`config.mk`:
```
export PLATFORM = sky130hd
export DESIGN_NAME = bitmap_flagged_delta_packer
export DESIGN_NICKNAME = d
export VERILOG_FILES = /design/src/hw/rtl/bfdp_pkg.sv /design/src/hw/rtl/bitmap_flagged_delta_packer.sv
export SDC_FILE = /design/constraint.sdc
export NUM_CORES = 1
export LEC_CHECK = 0
export BUFFER_PORTS_ARGS = -buffer_cell sky130_fd_sc_hd__buf_4
export CORE_MARGIN = 1.5
export CORE_UTILIZATION = 55
export CTS_BUF_LIST = sky130_fd_sc_hd__clkbuf_8
export DETAILED_ROUTE_END_ITERATION = 10
export PLACE_DENSITY = 0.79
export SYNTH_ARGS = -nofsm -noshare
export SYNTH_HDL_FRONTEND = slang
export SYNTH_SLANG_ARGS = --single-unit
```
`constraint.sdc`:
```
create_clock -name clk -period 8.8 [get_ports clk]
set_input_delay 0.44 -clock clk [delete_from_list [all_inputs] [get_ports clk]]
set_output_delay 0.44 -clock clk [all_outputs]
set_load 0.1 [all_outputs]
```
`src/hw/rtl/bfdp_pkg.sv`:
```
package bfdp_pkg;

    localparam int SampleWidth  = 16;
    localparam int IndexWidth   = 8;
    localparam int BitWidth     = 3;
    localparam int PayloadWidth = 9;
    localparam int LimitWidth   = 8;

    localparam logic [1:0] STATUS_BASE   = 2'd0;
    localparam logic [1:0] STATUS_SHORT  = 2'd1;
    localparam logic [1:0] STATUS_LONG   = 2'd2;
    localparam logic [1:0] STATUS_REJECT = 2'd3;

    localparam logic [LimitWidth-1:0]  LIMIT_RESET   = 8'd64;
    localparam logic [BitWidth-1:0]    BIT_FIRST     = 3'd7;
    localparam logic [BitWidth-1:0]    BIT_LAST      = 3'd0;
    localparam logic [SampleWidth-1:0] SHORT_NEG_MIN = 16'hFF80;
    localparam logic [SampleWidth-1:0] SHORT_POS_MAX = 16'd126;
    localparam logic [PayloadWidth:0]  NEAR_MARGIN   = 10'd3;

    typedef struct packed {
        logic [SampleWidth-1:0] sample;
        logic                   new_packet;
    } in_t;

    typedef struct packed {
        logic [1:0]              status;
        logic [SampleWidth-1:0]  code;
        logic [IndexWidth-1:0]   bitmap_index;
        logic [BitWidth-1:0]     bitmap_bit;
        logic [PayloadWidth-1:0] payload_bytes;
        logic                    near_full;
    } out_t;

endpackage

```
`src/hw/rtl/bitmap_flagged_delta_packer.sv`:
```
// Delta packer with a short/long flag bitmap. Each input transaction is one 16-bit sample;
// each produces exactly one result transaction, in order. The first sample after new_packet
// (or reset) becomes the base; later samples are coded as their wrapped difference from it,
// one byte for differences in -128..126 and two bytes otherwise, with a bitmap byte added
// at the start of every group of eight codes. A sample that would exceed max_payload_bytes
// is rejected, and so is every later sample until new_packet. One sample per clock is
// sustained while out_stall is low: a sample is captured in the input register, where the
// subtract, range compare and limit compare run against the packet counters, and then moves
// to the result register. max_payload_bytes is written through cfg_valid / cfg_ready
// (always ready) and must only change while no transaction is in flight.
module bitmap_flagged_delta_packer (
    input  logic                 clk,
    input  logic                 rst_n,
    input  logic                 in_valid,
    output logic                 in_stall,
    input  bfdp_pkg::in_t        in_data,
    output logic                 out_valid,
    input  logic                 out_stall,
    output bfdp_pkg::out_t       out_data,
    input  logic                 cfg_valid,
    output logic                 cfg_ready,
    input  logic [7:0]           cfg_data
);
    import bfdp_pkg::*;

    logic                    s1_valid_reg;
    in_t                     s1_data_reg;
    logic                    out_valid_reg;
    out_t                    out_data_reg;
    out_t                    out_data_next;
    logic [LimitWidth-1:0]   limit_reg;

    logic                    base_valid_reg,  base_valid_next;
    logic [SampleWidth-1:0]  base_value_reg,  base_value_next;
    logic [PayloadWidth-1:0] payload_reg,     payload_next;
    logic [BitWidth-1:0]     bit_pos_reg,     bit_pos_next;
    logic [IndexWidth-1:0]   byte_idx_reg,    byte_idx_next;
    logic                    full_reg,        full_next;

    logic                    out_open;
    logic                    s1_fire;
    logic                    in_fire;

    logic                    cur_base_valid;
    logic [SampleWidth-1:0]  cur_base_value;
    logic [PayloadWidth-1:0] cur_payload;
    logic [BitWidth-1:0]     cur_bit_pos;
    logic [IndexWidth-1:0]   cur_byte_idx;
    logic                    cur_full;
    logic [SampleWidth-1:0]  diff;
    logic                    is_short;
    logic [PayloadWidth:0]   need;

    assign out_open  = !out_valid_reg || !out_stall;
    assign s1_fire   = s1_valid_reg && out_open;
    assign in_stall  = s1_valid_reg && !out_open;
    assign in_fire   = in_valid && !in_stall;
    assign cfg_ready = 1'b1;
    assign out_valid = out_valid_reg;
    assign out_data  = out_data_reg;

    always_comb
    begin
        if (s1_data_reg.new_packet)
        begin
            cur_base_valid = 1'b0;
            cur_base_value = '0;
            cur_payload    = '0;
            cur_bit_pos    = BIT_FIRST;
            cur_byte_idx   = '0;
            cur_full       = 1'b0;
        end
        else
        begin
            cur_base_valid = base_valid_reg;
            cur_base_value = base_value_reg;
            cur_payload    = payload_reg;
            cur_bit_pos    = bit_pos_reg;
            cur_byte_idx   = byte_idx_reg;
            cur_full       = full_reg;
        end

        diff     = s1_data_reg.sample - cur_base_value;
        is_short = (diff >= SHORT_NEG_MIN) || (diff <= SHORT_POS_MAX);
        need     = {1'b0, cur_payload}
                 + {{PayloadWidth{1'b0}}, (cur_bit_pos == BIT_FIRST)}
                 + (is_short ? 10'd1 : 10'd2);

        base_valid_next = cur_base_valid;
        base_value_next = cur_base_value;
        payload_next    = cur_payload;
        bit_pos_next    = cur_bit_pos;
        byte_idx_next   = cur_byte_idx;
        full_next       = cur_full;

        out_data_next              = '0;
        out_data_next.code         = diff;
        out_data_next.bitmap_index = cur_byte_idx;
        out_data_next.bitmap_bit   = cur_bit_pos;

        if (!cur_base_valid)
        begin
            base_valid_next            = 1'b1;
            base_value_next            = s1_data_reg.sample;
            out_data_next.status       = STATUS_BASE;
            out_data_next.code         = '0;
            out_data_next.bitmap_index = '0;
            out_data_next.bitmap_bit   = '0;
        end
        else if (cur_full || (need > {2'b00, limit_reg}))
        begin
            full_next            = 1'b1;
            out_data_next.status = STATUS_REJECT;
        end
        else
        begin
            payload_next         = need[PayloadWidth-1:0];
            out_data_next.status = is_short ? STATUS_SHORT : STATUS_LONG;
            if (cur_bit_pos == BIT_LAST)
            begin
                bit_pos_next  = BIT_FIRST;
                byte_idx_next = cur_byte_idx + IndexWidth'(1);
            end
            else
            begin
                bit_pos_next = cur_bit_pos - BitWidth'(1);
            end
        end

        out_data_next.payload_bytes = payload_next;
        out_data_next.near_full     = ({1'b0, payload_next} + NEAR_MARGIN) >= {2'b00, limit_reg};
    end

    always_ff @(posedge clk or negedge rst_n)
    begin
        if (!rst_n)
        begin
            s1_valid_reg   <= 1'b0;
            out_valid_reg  <= 1'b0;
            limit_reg      <= LIMIT_RESET;
            base_valid_reg <= 1'b0;
            base_value_reg <= '0;
            payload_reg    <= '0;
            bit_pos_reg    <= BIT_FIRST;
            byte_idx_reg   <= '0;
            full_reg       <= 1'b0;
        end
        else
        begin
            if (cfg_valid && cfg_ready)
            begin
                limit_reg <= cfg_data;
            end
            if (!in_stall)
            begin
                s1_valid_reg <= in_valid;
            end
            if (out_open)
            begin
                out_valid_reg <= s1_valid_reg;
            end
            if (s1_fire)
            begin
                base_valid_reg <= base_valid_next;
                base_value_reg <= base_value_next;
                payload_reg    <= payload_next;
                bit_pos_reg    <= bit_pos_next;
                byte_idx_reg   <= byte_idx_next;
                full_reg       <= full_next;
            end
        end
    end

    always_ff @(posedge clk)
    begin
        if (in_fire)
        begin
            s1_data_reg <= in_data;
        end
        if (s1_fire)
        begin
            out_data_reg <= out_data_next;
        end
    end

    a_full_has_base: assert property (@(posedge clk) disable iff (!rst_n)
        full_reg |-> base_valid_reg)
        else $error("packet full without a base");

    a_payload_in_limit: assert property (@(posedge clk) disable iff (!rst_n)
        !payload_reg[PayloadWidth-1])
        else $error("payload count beyond any limit");

    a_new_packet_base: assert property (@(posedge clk) disable iff (!rst_n)
        (s1_fire && s1_data_reg.new_packet)
            |=> (out_valid_reg && out_data_reg.status == STATUS_BASE))
        else $error("new packet did not take a base");

endmodule

```
Yosys cells after proc, flatten, opt, wreduce, memory -nomap -nowiden
Index checks and enable logic that the tools add are counted.
{ "word_totals": {"register_bits": 104, "out_inout_bits": 42, "wordCells": 59} }
{ "op_classes": {"n_addsub": 6, "magnitude_cmp": 4, "eq_ne": 1, "muxes": 20, "reduce_logical": 11} }
{ "op_table": {"columns": ["cell", "n"], "rows": [
  ["$mux W16", 2],
  ["$mux W8", 4],
  ["$mux W9", 3],
  ["$ge A16 B16 Y1 const B", 1],
  ["$le A16 B7 Y1 const B", 1],
  ["$sub A16 B16 Y16", 1],
  ["$mux W3", 4],
  ["$add A10 B2 Y10", 1],
  ["$add A9 B1 Y10", 1],
  ["$add A9 B2 Y10 const B", 1],
  ["$ge A10 B8 Y1", 1],
  ["$gt A10 B8 Y1", 1],
  ["$add A8 B1 Y8 const B", 1],
  ["$mux W2", 3],
  ["$logic_not A1 Y1", 4],
  ["$mux W1", 4],
  ["$eq A3 B3 Y1 const B", 1],
  ["$logic_and A1 B1 Y1", 3],
  ["$logic_not A3 Y1", 1],
  ["$logic_or A1 B1 Y1", 3],
  ["$sub A3 B1 Y3 const B", 1]
]} }

Depth between registers and ports, before layout
{ "logic_depth": {"depth_word": 12, "depth_mapped": 44} }

Least setup slack after synthesis
No wires, ideal clock.
{ "synth_path": {"kind": "register to register", "from": "register s1_data_reg[0] in the netlist's numbering", "to": "register out_data_reg (netlist bit out_data[0]), data pin", "t_arrival_ns": 8.501, "t_required_ns": 8.536, "setup_slack_ns": 0.035, "stages_incl_launch_ff": 42, "synth_period_minus_slack_ns": 8.765, "path_cell_list": "edfxtp_1 > clkbuf_1 > inv_1 > clkbuf_1 > buf_1 > nand2_1 > ha_1 > nor2b_1 > o31a_2 > o21ai_1 > xor2_1 > or4_1 > or4b_4 > mux2i_4 > inv_2 > xnor2_1 > ha_1 > or2b_1 > (+6 left out) > o21ai_0 > a21oi_1 > nor3_1 > nand2_1 > mux2i_1 > ha_1 > inv_1 > ha_1 > a21o_1 > a21oi_1 > nor2b_1 > o21ai_0 > nand2b_1 > a21oi_1 > nor2b_1 > o21ai_0 > nor3b_1 > mux2i_1"} }
{ "synth_lines": {"columns": ["element", "line_no", "source"], "rows": [
  ["from (decl)", "bitmap_flagged_delta_packer.sv:27", "in_t s1_data_reg;"],
  ["from (signal assigned)", "bitmap_flagged_delta_packer.sv:178", "s1_data_reg <= in_data;"],
  ["to (signal assigned)", "bitmap_flagged_delta_packer.sv:182", "out_data_reg <= out_data_next;"],
  ["to (decl)", "bitmap_flagged_delta_packer.sv:29", "out_t out_data_reg;"]
]} }

==> report_table.html <==
<table>
<tr><th>Metric</th><th>Value</th></tr>
<tr><th colspan="2">Outcome</th></tr>
<tr><td>Run status</td><td>completed</td></tr>
<tr><th colspan="2">Finish</th></tr>
<tr><td>Flip-flop count of the largest register after layout</td><td>39</td></tr>
<tr><td>Number of nets in the layout</td><td>721</td></tr>
<tr><td>Final std cell area, no fill</td><td>~0.007 mm^2</td></tr>
<tr><td>ANT cells</td><td>0</td></tr>
<tr><td>Finished Layout Cells</td><td>791</td></tr>
<tr><td>Core occupancy in the finished layout</td><td>about 67%</td></tr>
<tr><td>Area added between synthesis and finish</td><td>16.8%</td></tr>
<tr><td>Share of layout cells above drive strength 1</td><td>24.0%</td></tr>
<tr><th colspan="2">Floorplan</th></tr>
<tr><td>Die area</td><td>roughly 0.011 mm^2</td></tr>
<tr><td>Starting density of the core</td><td>57.3%</td></tr>
<tr><td>IO Count</td><td>72</td></tr>
<tr><td>Row count</td><td>37</td></tr>
<tr><td>Die width</td><td>107 um</td></tr>
<tr><td>Chip height</td><td>~110 um</td></tr>
<tr><td>Placeable core region</td><td>0.0104 mm^2</td></tr>
<tr><th colspan="2">Logic synthesis</th></tr>
<tr><td>Mapped Cells</td><td>577</td></tr>
<tr><td>Area of the mapped netlist</td><td>0.00597 mm^2</td></tr>
<tr><td>Unique cell type count in the Yosys netlist</td><td>70</td></tr>
<tr><td>Synthesized flop and latch total</td><td>104</td></tr>
<tr><td>Number of synthesized flops with an enable pin</td><td>56</td></tr>
<tr><td>Async set-reset flop share out of synthesis</td><td>around 46%</td></tr>
<tr><td>Yosys warning count</td><td>0</td></tr>
<tr><td>Average cell area after synthesis</td><td>about 10 um^2</td></tr>
<tr><td>Mapped Nets</td><td>about 650</td></tr>
<tr><td>Share of the yosys chip area belonging to registers</td><td>48.3%</td></tr>
<tr><td>Top flip-flop cell by instance count after synthesis</td><td>edfxtp_1</td></tr>
<tr><th colspan="2">Clock tree</th></tr>
<tr><td>Count of H-tree levels built during CTS</td><td>3</td></tr>
<tr><td>TritonCTS clock tree</td><td>yes</td></tr>
<tr><td>Number of buffers between clock root and the deepest sink</td><td>2</td></tr>
<tr><td>Clock root buffer</td><td>clkbuf_8</td></tr>
<tr><td>Clock latency at the later pin of the worst-skew pair</td><td>around 0.38 ns</td></tr>
<tr><td>Clk sinks</td><td>around 100</td></tr>
<tr><td>Number of buffers created by CTS</td><td>9</td></tr>
<tr><td>Clock transition time at the flip-flop clock pins of the worst setup and hold paths</td><td>around 0.09 ns</td></tr>
<tr><th colspan="2">Power and ir drop</th></tr>
<tr><td>Power density over the cells</td><td>225 mW/mm^2</td></tr>
<tr><td>Static Leak</td><td>slightly above 3 nW</td></tr>
<tr><td>Total Power Consumption</td><td>around 0.0016 W</td></tr>
<tr><td>Worst vdd rail ir drop</td><td>~0.00017 V</td></tr>
<tr><th colspan="2">GRT</th></tr>
<tr><td>Total track usage</td><td>approximately 24%</td></tr>
<tr><td>Maximum number of pins on one net before global-route repair</td><td>between 40 and 50</td></tr>
<tr><td>First-pass GRT wire length</td><td>approximately 21 mm</td></tr>
<tr><td>Number of antenna violations at the first check in global routing</td><td>0</td></tr>
<tr><td>Number of global-route vias before repair</td><td>4,199</td></tr>
<tr><td>Overflow after GRT</td><td>0</td></tr>
<tr><th colspan="2">STA</th></tr>
<tr><td>Minimum period implied by the final worst setup slack</td><td>8.37 ns</td></tr>
<tr><td>RSZ-0062 raised after global routing</td><td>no</td></tr>
<tr><td>Count of final max-slew check failures</td><td>0</td></tr>
<tr><td>Tightest slew margin relative to the limit</td><td>between 30% and 40%</td></tr>
<tr><td>Final setup fails</td><td>0</td></tr>
<tr><td>Final Cycle Share</td><td>95.1%</td></tr>
<tr><td>Final-report hold violation count</td><td>0</td></tr>
<tr><td>Slew @ Worst Pin</td><td>0.902 ns</td></tr>
<tr><td>Worst clock skew on the final layout</td><td>about 0.011 ns</td></tr>
<tr><td>Max Clock Freq</td><td>around 0.12 GHz</td></tr>
<tr><th colspan="2">Hold path</th></tr>
<tr><td>Worst hold path type</td><td>input pin to asynchronous set/reset pin</td></tr>
<tr><th colspan="2">Critical path</th></tr>
<tr><td>Worst-path maximum fanout</td><td>7</td></tr>
<tr><td>Worst path bufs/invs</td><td>4</td></tr>
<tr><td>Crit path DAT</td><td>~8.5 ns</td></tr>
<tr><td>Launching instance or port of the critical path</td><td>s1_data_reg[0]</td></tr>
<tr><td>Crit path max-delay family</td><td>simple AND/OR/NAND/NOR gates</td></tr>
<tr><td>Maximum single-stage delay on the critical path</td><td>0.62 ns</td></tr>
<tr><td>Type of the setup path with the least slack</td><td>register to register</td></tr>
<tr><td>Startpoint of the most critical register-to-register path</td><td>s1_data_reg[0]</td></tr>
<tr><td>CP startpoint kind</td><td>register</td></tr>
<tr><td>Reg-to-reg endpoint</td><td>out_data[0]</td></tr>
<tr><td>Critical path's most frequent cell</td><td>ha_1</td></tr>
<tr><td>R2r worst-path depth</td><td>37</td></tr>
<tr><td>Kind of capture point of the worst setup path</td><td>register</td></tr>
<tr><td>Endpoint required time on the critical path</td><td>about 8.9 ns</td></tr>
<tr><td>Count of cell instances traversed by the critical path</td><td>37</td></tr>
<tr><td>Worst R2R Setup Slack</td><td>0.43 ns</td></tr>
<tr><td>CP max-delay cell</td><td>fa_2</td></tr>
<tr><th colspan="2">Detailed routing</th></tr>
<tr><td>First-pass iteration count of the detailed router</td><td>5</td></tr>
<tr><td>Vias/cell</td><td>5.73</td></tr>
<tr><td>Total wirelength of the detailed-routed design</td><td>13.2 mm</td></tr>
<tr><td>Routed wire per std cell</td><td>16.6 um</td></tr>
<tr><td>Number of nets still failing antenna checks after routing</td><td>0</td></tr>
<tr><td>DRC</td><td>0</td></tr>
<tr><td>Iter 0 DRT Violations</td><td>approximately 300</td></tr>
<tr><td>Vias</td><td>4,535</td></tr>
<tr><th colspan="2">Place</th></tr>
<tr><td>Placed cells</td><td>769</td></tr>
<tr><td>Gpl congestion</td><td>slightly below 1</td></tr>
<tr><td>Detail Placement HPWL</td><td>~9.5 mm</td></tr>
<tr><td>Placed standard-cell area</td><td>about 0.0066 mm^2</td></tr>
<tr><td>Total of buffers placed on input and output ports</td><td>70</td></tr>
<tr><th colspan="2">Job</th></tr>
<tr><td>Max-cap violations</td><td>0</td></tr>
</table>
-- routing by layer --
layer	routed length, um	GRT usage (%)
met1	6640	36.0
met2	5730	35.4
met3	579	3.59
met4	207	9.62
met5	0	0
-- layout by cell type (no fill, tap or decap), drive strengths merged, types with 5 or more instances in the layout --
cell type and count:
ha 39, o21a 6, nand2b 9, nor3b 6
mux2 17, nor2b 14, and3 8, xnor2 17
nor3 8, nand3 14, inv 28, o21ai 40
buf 83, nand4 10, xor2 10, a21o 6
clkbuf 9, dfrtp 44, edfxtp 56, and2 16
mux2i 11, nand2 69, a21oi 25, o22ai 5
nor2 43
-- cell usage after synthesis, drive strengths merged, types with 3 or more instances --
cell    number  share of area, %
nor2b       14               1.5
ha          39               8.2
and2        16               1.7
o21ai       40               3.7
a31oi        4              0.42
a211oi       4              0.59
or3          3              0.31
xnor2       17               2.5
mux2i       11               2.1
nor3b        6              0.75
nand4       10               1.0
nor2        43               2.7
xor2        10               1.5
nor4         4              0.52
nand2       69               4.4
edfxtp      56                28
a21oi       25               2.2
nor3         8              0.67
or2          3              0.31
and3         8              0.84
mux2        17               3.2
a21o         6              0.75
o22ai        5              0.63
dfstp        4               1.8
o211a        3              0.50
nand3       14               1.2
nand2b       9              0.94
inv         28               1.8
buf          4              0.34
dfrtp       44                18
clkbuf      18               1.2
o21a         6              0.75
-- how the worst max path moves through the flow --
stage,end,slack [ns]
2_1_floorplan,out_data[0],0.03
3_5_place_dp,out_data[0],-0.05
4_1_cts,out_data[0],0.10
3_3_place_gp,out_data[0],0.31
6_report,out_data[0],0.43
5_1_grt,out_data[0],0.002
-- report_power, final --
part	internal [W]	switching (W)	total, W	leakage (nW)
Clock	0.000158	0.000158	0.000315	0.104
Combinational	0.000215	0.000419	0.000633	1.80
Sequential	0.000587	0.0000357	0.000623	1.14
-- cell families (layout without fill, tap and decap cells) --
group / count (synthesis) / after routing / synth area share (%)
AO/OA/AOI/OAI: 110 / 110 / 12.1
buffers and inverters: 51 / 129 / 3.31
other: 1 / 1 / 0.0628
flip-flops: 104 / 104 / 48.3
adder cells (fa/ha/maj): 41 / 41 / 8.84
AND/OR/NAND/NOR: 215 / 215 / 18.1
multiplexers: 28 / 28 / 5.26
XOR/XNOR: 27 / 27 / 3.96
-- cell type report --
| type | count | area, um^2 |
|---|---|---|
| fillers | 820 | 3440 |
| multi-input cells | 422 | 2970 |
| flip-flops and latches | 104 | 2890 |
| repair buffers | 83 | 623 |
| well taps | 136 | 170 |
| clock buffers | 9 | 124 |
| inverters | 29 | 113 |
| clock inverters | 7 | 87.6 |
| repair inverters | 1 | 7.51 |
-- worst register-to-register path, delay by kind of cell, from the launching register on --
kind,cells,cell delay [ns]
simple gates,11,2.26
compound gates,11,1.83
fa+ha+maj,5,1.63
xor+xnor,4,0.87
buf+inv,4,0.76
flops,1,0.51
mux,2,0.27
-- timing repair --
item,4_1_cts,5_1_grt
setup endpoints to repair,1,1
resized for setup,2,21
cloned,0,1
hold buffers,0,0
pin swaps,0,4
buffers inserted,0,5
-- per-stage QoR --
stage / setup WS (ns) / TNS, ns / hold slack (ns)
2_1_floorplan: 0.0348 / 0 / 0.144
3_3_place_gp: 0.312 / 0 / 0.469
3_5_place_dp: -0.0526 / -0.0526 / 0.475
4_1_cts: 0.102 / 0 / 0.0972
5_1_grt: 0.00204 / 0 / 0.131
6_report: 0.431 / 0 / 0.0839
(Power assumes the default switching activity.)
